==> src/hdl/rbd_pkg.sv <==
// shared types and constants for the ring buffer deque unit
// no dependencies; used by rbd_cell, rbd_out_buf and ring_buffer_deque_unit
package rbd_pkg;

  localparam int unsigned DEF_CAPACITY      = 16;
  localparam int unsigned DEF_ELEMENT_WIDTH = 32;

  localparam int unsigned VALUE_W  = 32;
  localparam int unsigned STATUS_W = 2;
  localparam int unsigned COUNT_W  = 5;

  typedef enum logic [1:0] {
    OP_PUSH_BACK  = 2'd0,
    OP_PUSH_FRONT = 2'd1,
    OP_POP_BACK   = 2'd2,
    OP_POP_FRONT  = 2'd3
  } op_e;

  typedef enum logic [STATUS_W-1:0] {
    ST_DONE  = 2'd0,
    ST_FULL  = 2'd1,
    ST_EMPTY = 2'd2
  } status_e;

  // command broadcast to every cell of the chain
  typedef enum logic [2:0] {
    CMD_HOLD,
    CMD_SHIFT_RIGHT,
    CMD_SHIFT_LEFT,
    CMD_APPEND,
    CMD_TAKE_LAST,
    CMD_GATHER
  } cell_cmd_e;

  typedef enum logic {
    FSM_IDLE,
    FSM_GATHER
  } fsm_e;

  typedef struct packed {
    logic [VALUE_W-1:0] value;
    status_e            status;
    logic [COUNT_W-1:0] count;
  } res_t;

endpackage

==> src/hdl/rbd_cell.sv <==
// one storage cell of the deque chain: element, valid bit and gather register
// depends on rbd_pkg for the cell command encoding
module rbd_cell #(
  parameter int unsigned ELEMENT_WIDTH = rbd_pkg::DEF_ELEMENT_WIDTH
) (
  input  logic                     clk_i,
  input  logic                     rst_ni,
  input  rbd_pkg::cell_cmd_e       cmd_i,
  input  logic [ELEMENT_WIDTH-1:0] push_data_i,
  input  logic [ELEMENT_WIDTH-1:0] left_data_i,
  input  logic                     left_valid_i,
  input  logic [ELEMENT_WIDTH-1:0] right_data_i,
  input  logic                     right_valid_i,
  input  logic [ELEMENT_WIDTH-1:0] right_gath_i,
  output logic [ELEMENT_WIDTH-1:0] data_o,
  output logic                     valid_o,
  output logic [ELEMENT_WIDTH-1:0] gath_o
);

  logic [ELEMENT_WIDTH-1:0] data_q, data_d;
  logic [ELEMENT_WIDTH-1:0] gath_q, gath_d;
  logic                     valid_q, valid_d;

  always_comb begin
    data_d  = data_q;
    valid_d = valid_q;
    gath_d  = gath_q;
    case (cmd_i)
      rbd_pkg::CMD_SHIFT_RIGHT: begin
        data_d  = left_data_i;
        valid_d = left_valid_i;
      end
      rbd_pkg::CMD_SHIFT_LEFT: begin
        data_d  = right_data_i;
        valid_d = right_valid_i;
      end
      rbd_pkg::CMD_APPEND: begin
        // first empty cell takes the new element
        if (!valid_q && left_valid_i) begin
          data_d  = push_data_i;
          valid_d = 1'b1;
        end
      end
      rbd_pkg::CMD_TAKE_LAST: begin
        if (valid_q && !right_valid_i) begin
          gath_d  = data_q;
          valid_d = 1'b0;
        end else begin
          gath_d  = '0;
        end
      end
      rbd_pkg::CMD_GATHER: begin
        gath_d = right_gath_i;
      end
      default: begin
      end
    endcase
  end

  always_ff @(posedge clk_i or negedge rst_ni) begin
    if (!rst_ni) begin
      valid_q <= 1'b0;
    end else begin
      valid_q <= valid_d;
    end
  end

  always_ff @(posedge clk_i) begin
    data_q <= data_d;
    gath_q <= gath_d;
  end

  assign data_o  = data_q;
  assign valid_o = valid_q;
  assign gath_o  = gath_q;

endmodule

==> src/hdl/rbd_out_buf.sv <==
// two-entry result buffer: output register plus skid register
// depends on rbd_pkg for the result struct
module rbd_out_buf (
  input  logic          clk_i,
  input  logic          rst_ni,
  input  logic          res_valid_i,
  input  rbd_pkg::res_t res_i,
  input  logic          out_stall_i,
  output logic          out_valid_o,
  output rbd_pkg::res_t res_o,
  output logic          full_o
);

  logic          out_vld_q, out_vld_d;
  logic          skid_vld_q, skid_vld_d;
  rbd_pkg::res_t out_q, out_d;
  rbd_pkg::res_t skid_q, skid_d;

  always_comb begin
    out_vld_d  = out_vld_q;
    skid_vld_d = skid_vld_q;
    out_d      = out_q;
    skid_d     = skid_q;
    if (!out_vld_q || !out_stall_i) begin
      if (skid_vld_q) begin
        out_d      = skid_q;
        out_vld_d  = 1'b1;
        skid_vld_d = res_valid_i;
        skid_d     = res_i;
      end else begin
        out_vld_d = res_valid_i;
        out_d     = res_i;
      end
    end else if (res_valid_i) begin
      skid_d     = res_i;
      skid_vld_d = 1'b1;
    end
  end

  always_ff @(posedge clk_i or negedge rst_ni) begin
    if (!rst_ni) begin
      out_vld_q  <= 1'b0;
      skid_vld_q <= 1'b0;
    end else begin
      out_vld_q  <= out_vld_d;
      skid_vld_q <= skid_vld_d;
    end
  end

  always_ff @(posedge clk_i) begin
    out_q  <= out_d;
    skid_q <= skid_d;
  end

  assign out_valid_o = out_vld_q;
  assign res_o       = out_q;
  assign full_o      = skid_vld_q;

endmodule

==> src/hdl/ring_buffer_deque_unit.sv <==
// top level of the ring buffer deque: control sequencer, cell chain, result buffer
// depends on rbd_pkg, rbd_cell and rbd_out_buf
//
// Double-ended queue of CAPACITY elements kept in a chain of cells, front element
// in cell 0 and elements packed toward the back. Each request carries an opcode
// (push back, push front, pop back, pop front) and a value; each gives exactly one
// result with the popped value, a status (done, full, empty) and the count held
// afterwards. Push front and pop front shift the chain by one cell, push back lets
// the first free cell capture the value, and a refused request leaves the chain
// as it is. On a successful pop back the last element is picked out by its cell
// and then walks toward cell 0 through the gather registers, one cell per cycle.
// One request is in work at a time; results go through an output register with a
// skid stage, so a new request is taken while a finished result still waits
// downstream. The element storage has no reset; valid bits do.
module ring_buffer_deque_unit #(
  parameter int unsigned CAPACITY      = rbd_pkg::DEF_CAPACITY,
  parameter int unsigned ELEMENT_WIDTH = rbd_pkg::DEF_ELEMENT_WIDTH
) (
  input  logic                         clk_i,
  input  logic                         rst_ni,
  input  logic                         in_valid_i,
  output logic                         in_stall_o,
  input  logic [1:0]                   opcode_i,
  input  logic [rbd_pkg::VALUE_W-1:0]  value_in_i,
  output logic                         out_valid_o,
  input  logic                         out_stall_i,
  output logic [rbd_pkg::VALUE_W-1:0]  value_out_o,
  output logic [rbd_pkg::STATUS_W-1:0] status_o,
  output logic [rbd_pkg::COUNT_W-1:0]  count_o
);

  localparam int unsigned IDX_W = $clog2(CAPACITY);
  localparam int unsigned CNT_W = $clog2(CAPACITY + 1);
  localparam int unsigned VW    = rbd_pkg::VALUE_W;
  localparam int unsigned CW    = rbd_pkg::COUNT_W;

  // control state
  rbd_pkg::fsm_e      state_q, state_d;
  logic [CNT_W-1:0]   count_q, count_d;
  logic [IDX_W-1:0]   remain_q, remain_d;

  // chain wiring
  rbd_pkg::cell_cmd_e       cmd;
  logic [ELEMENT_WIDTH-1:0] elem;
  logic [ELEMENT_WIDTH-1:0] data_w [CAPACITY];
  logic [ELEMENT_WIDTH-1:0] gath_w [CAPACITY];
  logic [CAPACITY-1:0]      valid_w;

  // result path
  logic          res_vld;
  rbd_pkg::res_t res;
  rbd_pkg::res_t res_out;
  logic          skid_full;

  logic          acc;
  rbd_pkg::op_e  op;
  logic          full, empty;
  logic [CNT_W-1:0] cnt_m1;

  // width fitting helpers
  logic [ELEMENT_WIDTH+VW-1:0] elem_ext;
  logic [VW+ELEMENT_WIDTH-1:0] pop_front_ext;
  logic [VW+ELEMENT_WIDTH-1:0] pop_back_ext;
  logic [CW+CNT_W-1:0]         cnt_ext;

  assign op         = rbd_pkg::op_e'(opcode_i);
  assign in_stall_o = (state_q != rbd_pkg::FSM_IDLE) || skid_full;
  assign acc        = in_valid_i && !in_stall_o;
  assign full       = (count_q == CNT_W'(CAPACITY));
  assign empty      = (count_q == '0);
  assign cnt_m1     = count_q - 1'b1;

  assign elem_ext      = {{ELEMENT_WIDTH{1'b0}}, value_in_i};
  assign elem          = elem_ext[ELEMENT_WIDTH-1:0];
  assign pop_front_ext = {{VW{1'b0}}, data_w[0]};
  assign pop_back_ext  = {{VW{1'b0}}, gath_w[0]};
  assign cnt_ext       = {{CW{1'b0}}, count_d};

  // cell chain: cell 0 sees an always-valid left neighbor carrying the new element
  for (genvar i = 0; i < CAPACITY; i++) begin : g_cell
    logic [ELEMENT_WIDTH-1:0] left_data, right_data, right_gath;
    logic                     left_valid, right_valid;

    if (i == 0) begin : g_first
      assign left_data  = elem;
      assign left_valid = 1'b1;
    end else begin : g_mid_l
      assign left_data  = data_w[i-1];
      assign left_valid = valid_w[i-1];
    end

    if (i == CAPACITY - 1) begin : g_last
      assign right_data  = '0;
      assign right_valid = 1'b0;
      assign right_gath  = '0;
    end else begin : g_mid_r
      assign right_data  = data_w[i+1];
      assign right_valid = valid_w[i+1];
      assign right_gath  = gath_w[i+1];
    end

    rbd_cell #(
      .ELEMENT_WIDTH(ELEMENT_WIDTH)
    ) u_cell (
      .clk_i        (clk_i),
      .rst_ni       (rst_ni),
      .cmd_i        (cmd),
      .push_data_i  (elem),
      .left_data_i  (left_data),
      .left_valid_i (left_valid),
      .right_data_i (right_data),
      .right_valid_i(right_valid),
      .right_gath_i (right_gath),
      .data_o       (data_w[i]),
      .valid_o      (valid_w[i]),
      .gath_o       (gath_w[i])
    );
  end

  // next state
  always_comb begin
    state_d = state_q;
    case (state_q)
      rbd_pkg::FSM_IDLE: begin
        if (acc && (op == rbd_pkg::OP_POP_BACK) && !empty) begin
          state_d = rbd_pkg::FSM_GATHER;
        end
      end
      rbd_pkg::FSM_GATHER: begin
        if (remain_q == '0) begin
          state_d = rbd_pkg::FSM_IDLE;
        end
      end
      default: state_d = rbd_pkg::FSM_IDLE;
    endcase
  end

  // chain command, counters and result
  always_comb begin
    cmd          = rbd_pkg::CMD_HOLD;
    count_d      = count_q;
    remain_d     = remain_q;
    res_vld      = 1'b0;
    res.value    = '0;
    res.status   = rbd_pkg::ST_DONE;
    case (state_q)
      rbd_pkg::FSM_IDLE: begin
        if (acc) begin
          res_vld = 1'b1;
          case (op)
            rbd_pkg::OP_PUSH_BACK: begin
              if (full) begin
                res.status = rbd_pkg::ST_FULL;
              end else begin
                cmd     = rbd_pkg::CMD_APPEND;
                count_d = count_q + 1'b1;
              end
            end
            rbd_pkg::OP_PUSH_FRONT: begin
              if (full) begin
                res.status = rbd_pkg::ST_FULL;
              end else begin
                cmd     = rbd_pkg::CMD_SHIFT_RIGHT;
                count_d = count_q + 1'b1;
              end
            end
            rbd_pkg::OP_POP_BACK: begin
              if (empty) begin
                res.status = rbd_pkg::ST_EMPTY;
              end else begin
                // result follows once the last element reaches cell 0
                cmd      = rbd_pkg::CMD_TAKE_LAST;
                count_d  = cnt_m1;
                remain_d = cnt_m1[IDX_W-1:0];
                res_vld  = 1'b0;
              end
            end
            rbd_pkg::OP_POP_FRONT: begin
              if (empty) begin
                res.status = rbd_pkg::ST_EMPTY;
              end else begin
                cmd       = rbd_pkg::CMD_SHIFT_LEFT;
                count_d   = cnt_m1;
                res.value = pop_front_ext[VW-1:0];
              end
            end
            default: begin
            end
          endcase
        end
      end
      rbd_pkg::FSM_GATHER: begin
        if (remain_q == '0) begin
          res_vld   = 1'b1;
          res.value = pop_back_ext[VW-1:0];
        end else begin
          cmd      = rbd_pkg::CMD_GATHER;
          remain_d = remain_q - 1'b1;
        end
      end
      default: begin
      end
    endcase
    res.count = cnt_ext[CW-1:0];
  end

  always_ff @(posedge clk_i or negedge rst_ni) begin
    if (!rst_ni) begin
      state_q  <= rbd_pkg::FSM_IDLE;
      count_q  <= '0;
      remain_q <= '0;
    end else begin
      state_q  <= state_d;
      count_q  <= count_d;
      remain_q <= remain_d;
    end
  end

  rbd_out_buf u_out_buf (
    .clk_i      (clk_i),
    .rst_ni     (rst_ni),
    .res_valid_i(res_vld),
    .res_i      (res),
    .out_stall_i(out_stall_i),
    .out_valid_o(out_valid_o),
    .res_o      (res_out),
    .full_o     (skid_full)
  );

  assign value_out_o = res_out.value;
  assign status_o    = res_out.status;
  assign count_o     = res_out.count;

  // occupancy never exceeds the ring
  a_count_bound: assert property (@(posedge clk_i) disable iff (!rst_ni)
    count_q <= CNT_W'(CAPACITY))
    else $error("held count above capacity");

  // valid bits in the chain agree with the count
  a_valid_count: assert property (@(posedge clk_i) disable iff (!rst_ni)
    $countones(valid_w) == 32'(count_q))
    else $error("cell valid bits disagree with held count");

  // a request other than a successful pop back always leaves a result at the output
  a_fast_result: assert property (@(posedge clk_i) disable iff (!rst_ni)
    acc && !((op == rbd_pkg::OP_POP_BACK) && !empty) |=> out_valid_o)
    else $error("result missing after single-cycle request");

  // the gather walk never starts longer than the chain
  a_gather_len: assert property (@(posedge clk_i) disable iff (!rst_ni)
    (state_q == rbd_pkg::FSM_GATHER) |-> (32'(remain_q) < 32'(count_q) + 1))
    else $error("gather distance beyond held elements");

endmodule
==> config.mk <==
export PLATFORM = sky130hd
export DESIGN_NAME = ring_buffer_deque_unit
export DESIGN_NICKNAME = d
export VERILOG_FILES = /design/src/hdl/rbd_pkg.sv /design/src/hdl/rbd_cell.sv /design/src/hdl/rbd_out_buf.sv /design/src/hdl/ring_buffer_deque_unit.sv
export SDC_FILE = /design/constraint.sdc
export NUM_CORES = 2
export LEC_CHECK = 0
export BUFFER_PORTS_ARGS = -buffer_cell sky130_fd_sc_hd__buf_2
export CORE_UTILIZATION = 35
export DETAILED_ROUTE_END_ITERATION = 6
export SLEW_MARGIN = 20
export SYNTH_ARGS = -nofsm -noshare
export SYNTH_HDL_FRONTEND = slang
export SYNTH_HIERARCHICAL = 1
export SYNTH_SLANG_ARGS = --single-unit
==> constraint.sdc <==
create_clock -name clk_i -period 23 [get_ports clk_i]
set_input_delay 3.45 -clock clk_i [delete_from_list [all_inputs] [get_ports clk_i]]
set_output_delay 3.45 -clock clk_i [all_outputs]
set_load 0.01 [all_outputs]
After elaboration in Yosys (flattened, before gate mapping)
Cells that the tools add are included.
{"block": "op_classes", "eq_ne": 45, "reduce_logical": 86, "mux": 153, "addsub": 3, "bitwise_logic": 1}
{"operator": "32-bit case mux with 3 select lines", "count": 16}
{"operator": "32-bit 2-to-1 mux", "count": 35}
{"operator": "32-bit case mux with 2 select lines", "count": 17}
{"operator": "39-bit 2-to-1 mux", "count": 4}
{"operator": "2-bit by 1-bit inequality test with 1-bit output, second input constant", "count": 31}
{"operator": "1-bit case mux with 4 select lines", "count": 14}
{"operator": "1-bit 2-to-1 mux", "count": 42}
{"operator": "3-bit AND reduction", "count": 14}
{"operator": "2-bit AND reduction", "count": 19}
{"operator": "34-bit 2-to-1 mux", "count": 1}
{"operator": "5-bit 2-to-1 mux", "count": 4}
{"operator": "1-bit zero test", "count": 19}
{"operator": "1-bit logical AND", "count": 18}
{"operator": "4-bit 2-to-1 mux", "count": 4}
{"operator": "3-bit case mux with 4 select lines", "count": 1}
{"operator": "2-bit inequality test, second input constant", "count": 5}
{"operator": "5-bit case mux with 2 select lines", "count": 1}
{"operator": "3-bit 2-to-1 mux", "count": 3}
{"operator": "3-bit nonzero test", "count": 3}
{"operator": "2-bit 2-to-1 mux", "count": 4}
{"operator": "4-bit case mux with 2 select lines", "count": 1}
{"operator": "2-bit OR reduction", "count": 4}
{"operator": "3-bit by 2-bit equality test with 1-bit output, second input constant", "count": 2}
{"operator": "3-bit equality test, second input constant", "count": 2}
{"operator": "other kinds (19)", "count": 24}
{"block": "word_totals", "regBits": 1130, "in_bits": 38, "output_inout_bits": 41}

Logic depth before layout (Yosys ltp)
{"block": "logic_depth", "word_depth": 9, "ltp_mapped": 11, "ltp_nobuf": 9}

Modules after synthesis
Netlist, hierarchy kept.
{"module": "rbd_cell", "instances": 16, "cells_each": 292, "area_each_um2": 3310.7, "seq_area_each_um2": 1946.9}
{"module": "rbd_out_buf", "instances": 1, "cells_each": 130, "area_each_um2": 3089.2, "seq_area_each_um2": 2392.3}
{"module": "ring_buffer_deque_unit", "instances": 1, "cells_each": 135, "area_each_um2": 1149.9, "seq_area_each_um2": 250.2}

Worst setup path before layout
OpenSTA, ideal clock, no wires.
{"block": "synth_path", "path_type": "input to register", "startpoint": "in opcode_i[1]", "endpoint": "reg g_cell[0].u_cell.data_q[0], enable pin", "setup_time_ns": 0.677, "path_buffers": 1, "setup_slack_ns": 12.133, "required_ns": 22.323, "stages": 5, "arrival_ns": 10.190, "path_cell_list": "clkbuf_1 or2_2 mux2_2 nor2_1 a31oi_1"}
{"block": "synth_between", "elab_chain_cells": 7, "elab_cells_between_ends": 13}
{"element": "from (decl)", "line": "ring_buffer_deque_unit.sv:23", "text": "input logic [1:0] opcode_i,"}
{"element": "2-bit equality test (tied with other cells)", "line": "ring_buffer_deque_unit.sv:150", "text": "case (op)"}
{"element": "3-bit case mux with 4 select lines (*)", "line": "ring_buffer_deque_unit.sv:150"}
{"element": "3-bit 2-to-1 mux (*)", "line": "ring_buffer_deque_unit.sv:148", "text": "if (acc) begin"}
{"element": "3-bit case mux with 2 select lines (*)", "line": "ring_buffer_deque_unit.sv:146", "text": "case (state_q)"}
{"element": "named net cmd[1]", "line": "ring_buffer_deque_unit.sv:43", "text": "rbd_pkg::cell_cmd_e cmd;"}
{"element": "3-bit by 2-bit equality test with 1-bit output / 3-bit by 1-bit equality test with 1-bit output (equally long branches)", "line": "rbd_cell.sv:28", "text": "case (cmd_i)"}
{"element": "2-bit inequality test (no line) / 3-bit nonzero test (equally long branches)"}
{"element": "2-bit AND reduction (no line) (*)"}
{"element": "to (signal assigned)", "line": "rbd_cell.sv:69", "text": "data_q <= data_d;"}
{"element": "to (decl)", "line": "rbd_cell.sv:20", "text": "logic [ELEMENT_WIDTH-1:0] data_q, data_d;"}
Mark *: on every way through the listed nets, which the timed path passes. The rest lies on a longest branch.
A chain may end at the register's enable or synchronous reset.

Worst setup path after layout
{"block": "layout_path", "startpoint": "in in_valid_i", "endpoint": "reg g_cell[12].u_cell.data_q[22], enable pin"}
{"block": "layout_between", "elab_chain_cells": 6, "elab_cells_between_ends": 9}
{"element": "from (decl)", "line": "ring_buffer_deque_unit.sv:21", "text": "input logic in_valid_i,"}
{"element": "1-bit logical AND (*)", "line": "ring_buffer_deque_unit.sv:68", "text": "assign acc = in_valid_i && !in_stall_o;"}
{"element": "3-bit 2-to-1 mux (*)", "line": "ring_buffer_deque_unit.sv:148"}
{"element": "3-bit case mux with 2 select lines (*)", "line": "ring_buffer_deque_unit.sv:146"}
{"element": "named net cmd[0]", "line": "ring_buffer_deque_unit.sv:43"}
{"element": "3-bit by 2-bit equality test with 1-bit output / 3-bit by 1-bit equality test with 1-bit output (equally long branches)", "line": "rbd_cell.sv:28"}
{"element": "2-bit by 1-bit inequality test with 1-bit output (no line) / 3-bit nonzero test (equally long branches)"}
{"element": "2-bit AND reduction (no line) (*)"}
{"element": "to (signal assigned)", "line": "rbd_cell.sv:69"}
{"element": "to (decl)", "line": "rbd_cell.sv:20"}
Marked as above.

==> impl_metrics.json <==
{
  "status": "finished clean",
  "cp.arrival_ps": 7990,
  "rows": 148,
  "track_usage_pct": 15.04,
  "drv_slew": 0,
  "critPathLaunchType": "input port",
  "hold_viol_final": 0,
  "syn_avg_cell_area_sq_um": 11.59,
  "initial_core_util_pct": 35.19,
  "overflow": 0,
  "drive_above_1_share_pct": 18.32,
  "post-dp-hpwl_um": 85020,
  "setup_tns_ps": 0,
  "synth_cell_types": 55,
  "worst_clock_skew_ps": 50.03,
  "max-vdd-ir-drop_uv": 125.3,
  "p_clk_share_pct": 18.6,
  "clock_latency_ps": 730,
  "period_share_pct": 33.23,
  "cts_tree": "yes",
  "yosys_warnings": 6,
  "multi_input_area_sq_um": 21320,
  "grt_pass1_wl_um": 200100,
  "ant_nets": 0,
  "worstPathRequired_ps": 23350,
  "grt_max_degree": 125,
  "vias_per_cell": 4.804,
  "cts_max_level": 3,
  "power_w": 0.009729,
  "endpoint_kind": "flip-flop",
  "ctsHoldBuffers": 0,
  "cts_made_buffers": 118,
  "ys_seq_area_share_pct": 59.07,
  "regArea_sq_um": 33790,
  "synth_area_leaders": "edfxtp_1 58%, nand2_1 10%, mux2i_1 9.0%",
  "path_max_fanout": 75,
  "power_frac_seq_pct": 46.2,
  "dr_total_vias": 34529,
  "synth_top_area_cell": "edfxtp_1",
  "fp.dieArea_sq_um": 165100,
  "io_pins": 79,
  "core_sq_um": 162600,
  "post-cts-setup-buffer-count": 0,
  "port_buffers": 78,
  "min_path_type": "flip-flop to flip-flop",
  "criticalPathCategory": "input port to flip-flop",
  "drc_errors": 0,
  "yosysMostFrequentCell": "nand2_1",
  "switching_share_pct": 37.61,
  "cts.clk_slew.worst_paths_ps": 60,
  "async_flop_share_pct": 2.478,
  "comb_power_share_pct": 35.3,
  "die-height_um": 406.3,
  "rsz0062_at_grt": "no",
  "first_iter_violations": 2304,
  "final_nets": 4963,
  "relSlewSlack_pct": 23.78,
  "syn2layout_area_growth_pct": 9.658,
  "ys.flop_type": "edfxtp_1",
  "antenna_found_initial": 1,
  "maxCapViolCount": 0,
  "p_int_w": 0.006069,
  "ys_ff_latch": 1130,
  "root_buffer": "clkbuf_16",
  "powerDensity_nw_per_um2": 155.1,
  "wl_per_cell_um": 17.28,
  "gp_congestion": 0.7671,
  "synth_common_cells": "1542 x nand2_1, 1102 x edfxtp_1, 566 x o21ai_0, 514 x mux2i_1, 448 x o21ai_2",
  "clock-sinks": 1130,
  "fill_cells": 15808,
  "syn_inst": 4937,
  "fmax_mhz": 130.8,
  "power_leakage_nw": 23.97,
  "die_w_um": 406.3,
  "final.min_clock_period_ps": 7643,
  "synth_top_area_share_pct": 57.84,
  "grt_pass1_vias": 34595,
  "syn_area_sq_um": 57210,
  "synth_edf_count": 1102,
  "finalSetupViolCount": 0,
  "tightestPinTransition_ps": 1143,
  "ctsResizeCount": 0,
  "rrSetupSlack_ps": 17300,
  "switchingPower_w": 0.003659,
  "firstDrtPassIters": 5,
  "ctsLongestPathBuffers": 3,
  "wirelength_um": 124200
}
## placed cells by master (no fill, tap or decap), types with 4 or more instances in the layout
master,synthesis,routed
a21oi_1,7,7
nand2b_4,0,5
dfrtp_1,28,27
nor2_1,23,22
and3b_2,0,16
a31oi_4,0,16
inv_1,8,8
a211oi_1,16,16
o21ai_2,448,448
xnor2_1,4,4
buf_4,64,77
clkinv_1,0,24
conb_1,2,70
clkinv_2,0,19
nand2_1,1542,1541
clkbuf_16,0,121
a22o_1,32,32
mux2i_1,514,514
buf_2,147,78
clkbuf_1,21,32
o21bai_1,16,16
mux2_4,37,37
nand2b_2,0,11
or4b_1,16,16
nand2b_1,38,22
o21ai_1,16,16
buf_16,0,10
bufinv_16,0,5
edfxtp_1,1102,1102
nor2b_2,0,30
o31ai_1,32,32
mux2_2,21,21
o21ai_0,566,565
## per-layer routing
| metal | up-vias | part of all wire, % | global-route usage (%) |
|---|---|---|---|
| li1 | 17659 | - | - |
| met1 | 16168 | 49 | 21.85 |
| met2 | 561 | 45 | 23.71 |
| met3 | 141 | 4.0 | 2.216 |
| met4 | 0 | 1.7 | 3.112 |
| met5 | - | 0 | 0 |
## power groups by stage
stage	clock network [W]	registers [W]	logic (W)
after global placement	0	0.00453	0.00331
after floorplan	0	0.00433	0.00291
after detailed placement	0	0.00454	0.00340
final	0.00181	0.00449	0.00343
after global routing	0.00193	0.00462	0.00383
after CTS	0.00186	0.00450	0.00340
## critical path, cell delays in order
cell and delay, ps:
buf_2 80, or3b_1 560, o21ai_4 220, buf_4 610, buf_4 910, buf_4 860
o21bai_1 240, a31oi_4 880
## registers in the layout (all words and copies together), names as in the netlist
register,count
count_q,5
g_cell.u_cell/data_o,512
g_cell.u_cell/gath_o,512
g_cell.u_cell/valid_o,16
remain_q,4
state_q,1
u_out_buf/full_o,1
u_out_buf/out_valid_o,1
u_out_buf/res_o,39
u_out_buf/skid_q,39
## path summary, 6_finish.rpt
| check | startpoint | endpoint | cells after the start |
|---|---|---|---|
| setup / recovery | in_valid_i | g_cell[12].u_cell/data_o[22]$_DFFE_PP_ | 8 |
| hold / removal | g_cell[2].u_cell/gath_o[14]$_DFFE_PP_ | g_cell[1].u_cell/gath_o[14]$_DFFE_PP_ | 2 |
| setup reg to reg | u_out_buf/full_o$_DFFE_PN0P_ | g_cell[12].u_cell/data_o[22]$_DFFE_PP_ | 8 |
| hold reg to reg | g_cell[2].u_cell/gath_o[14]$_DFFE_PP_ | g_cell[1].u_cell/gath_o[14]$_DFFE_PP_ | 2 |
| max in group asynchronous | rst_ni | u_out_buf/full_o$_DFFE_PN0P_ | 1 |
| min in group asynchronous | rst_ni | remain_q[2]$_DFFE_PN0P_ | 1 |
## area by class of cell
type,count,area share (%)
clock inverters,55,0.7000
flip-flops and latches,1130,53.87
multi-input cells,3497,33.98
repair buffers,166,2.014
clock buffers,154,5.040
diodes,1,0.003989
inverters,9,0.05584
well taps,2175,4.338
## kinds of logic (layout without fill, tap and decap cells)
kind of cell	count (synthesis)	after routing	synth area share [%]
and+or+nand+nor	1688	1688	11.83
AOI/OAI and AO/OA	1159	1159	13.68
DFF	1130	1130	59.07
muxes	572	572	10.38
buffers and inverters	378	384	4.890
xor gates and xnor gates	5	5	0.07654
adders and majority gates	3	3	0.06562
other	2	71	0.01313
## per-stage QoR
stage               area [sq um]  setup WS (ps)  util [%]  hold slack (ps)  instances
finish                     62740          15360     38.59            480.7       7187
global placement           58830          14700     36.18            499.7       6967
floorplan                  57470          12130         -            496.1       5005
global route               62730          15140     38.58            496.0       7186
detailed placement         58830          14550     36.18            502.1       6967
CTS                        62430          15360     38.40            478.2       7176
Note: power is estimated with default switching activity, not from simulation.
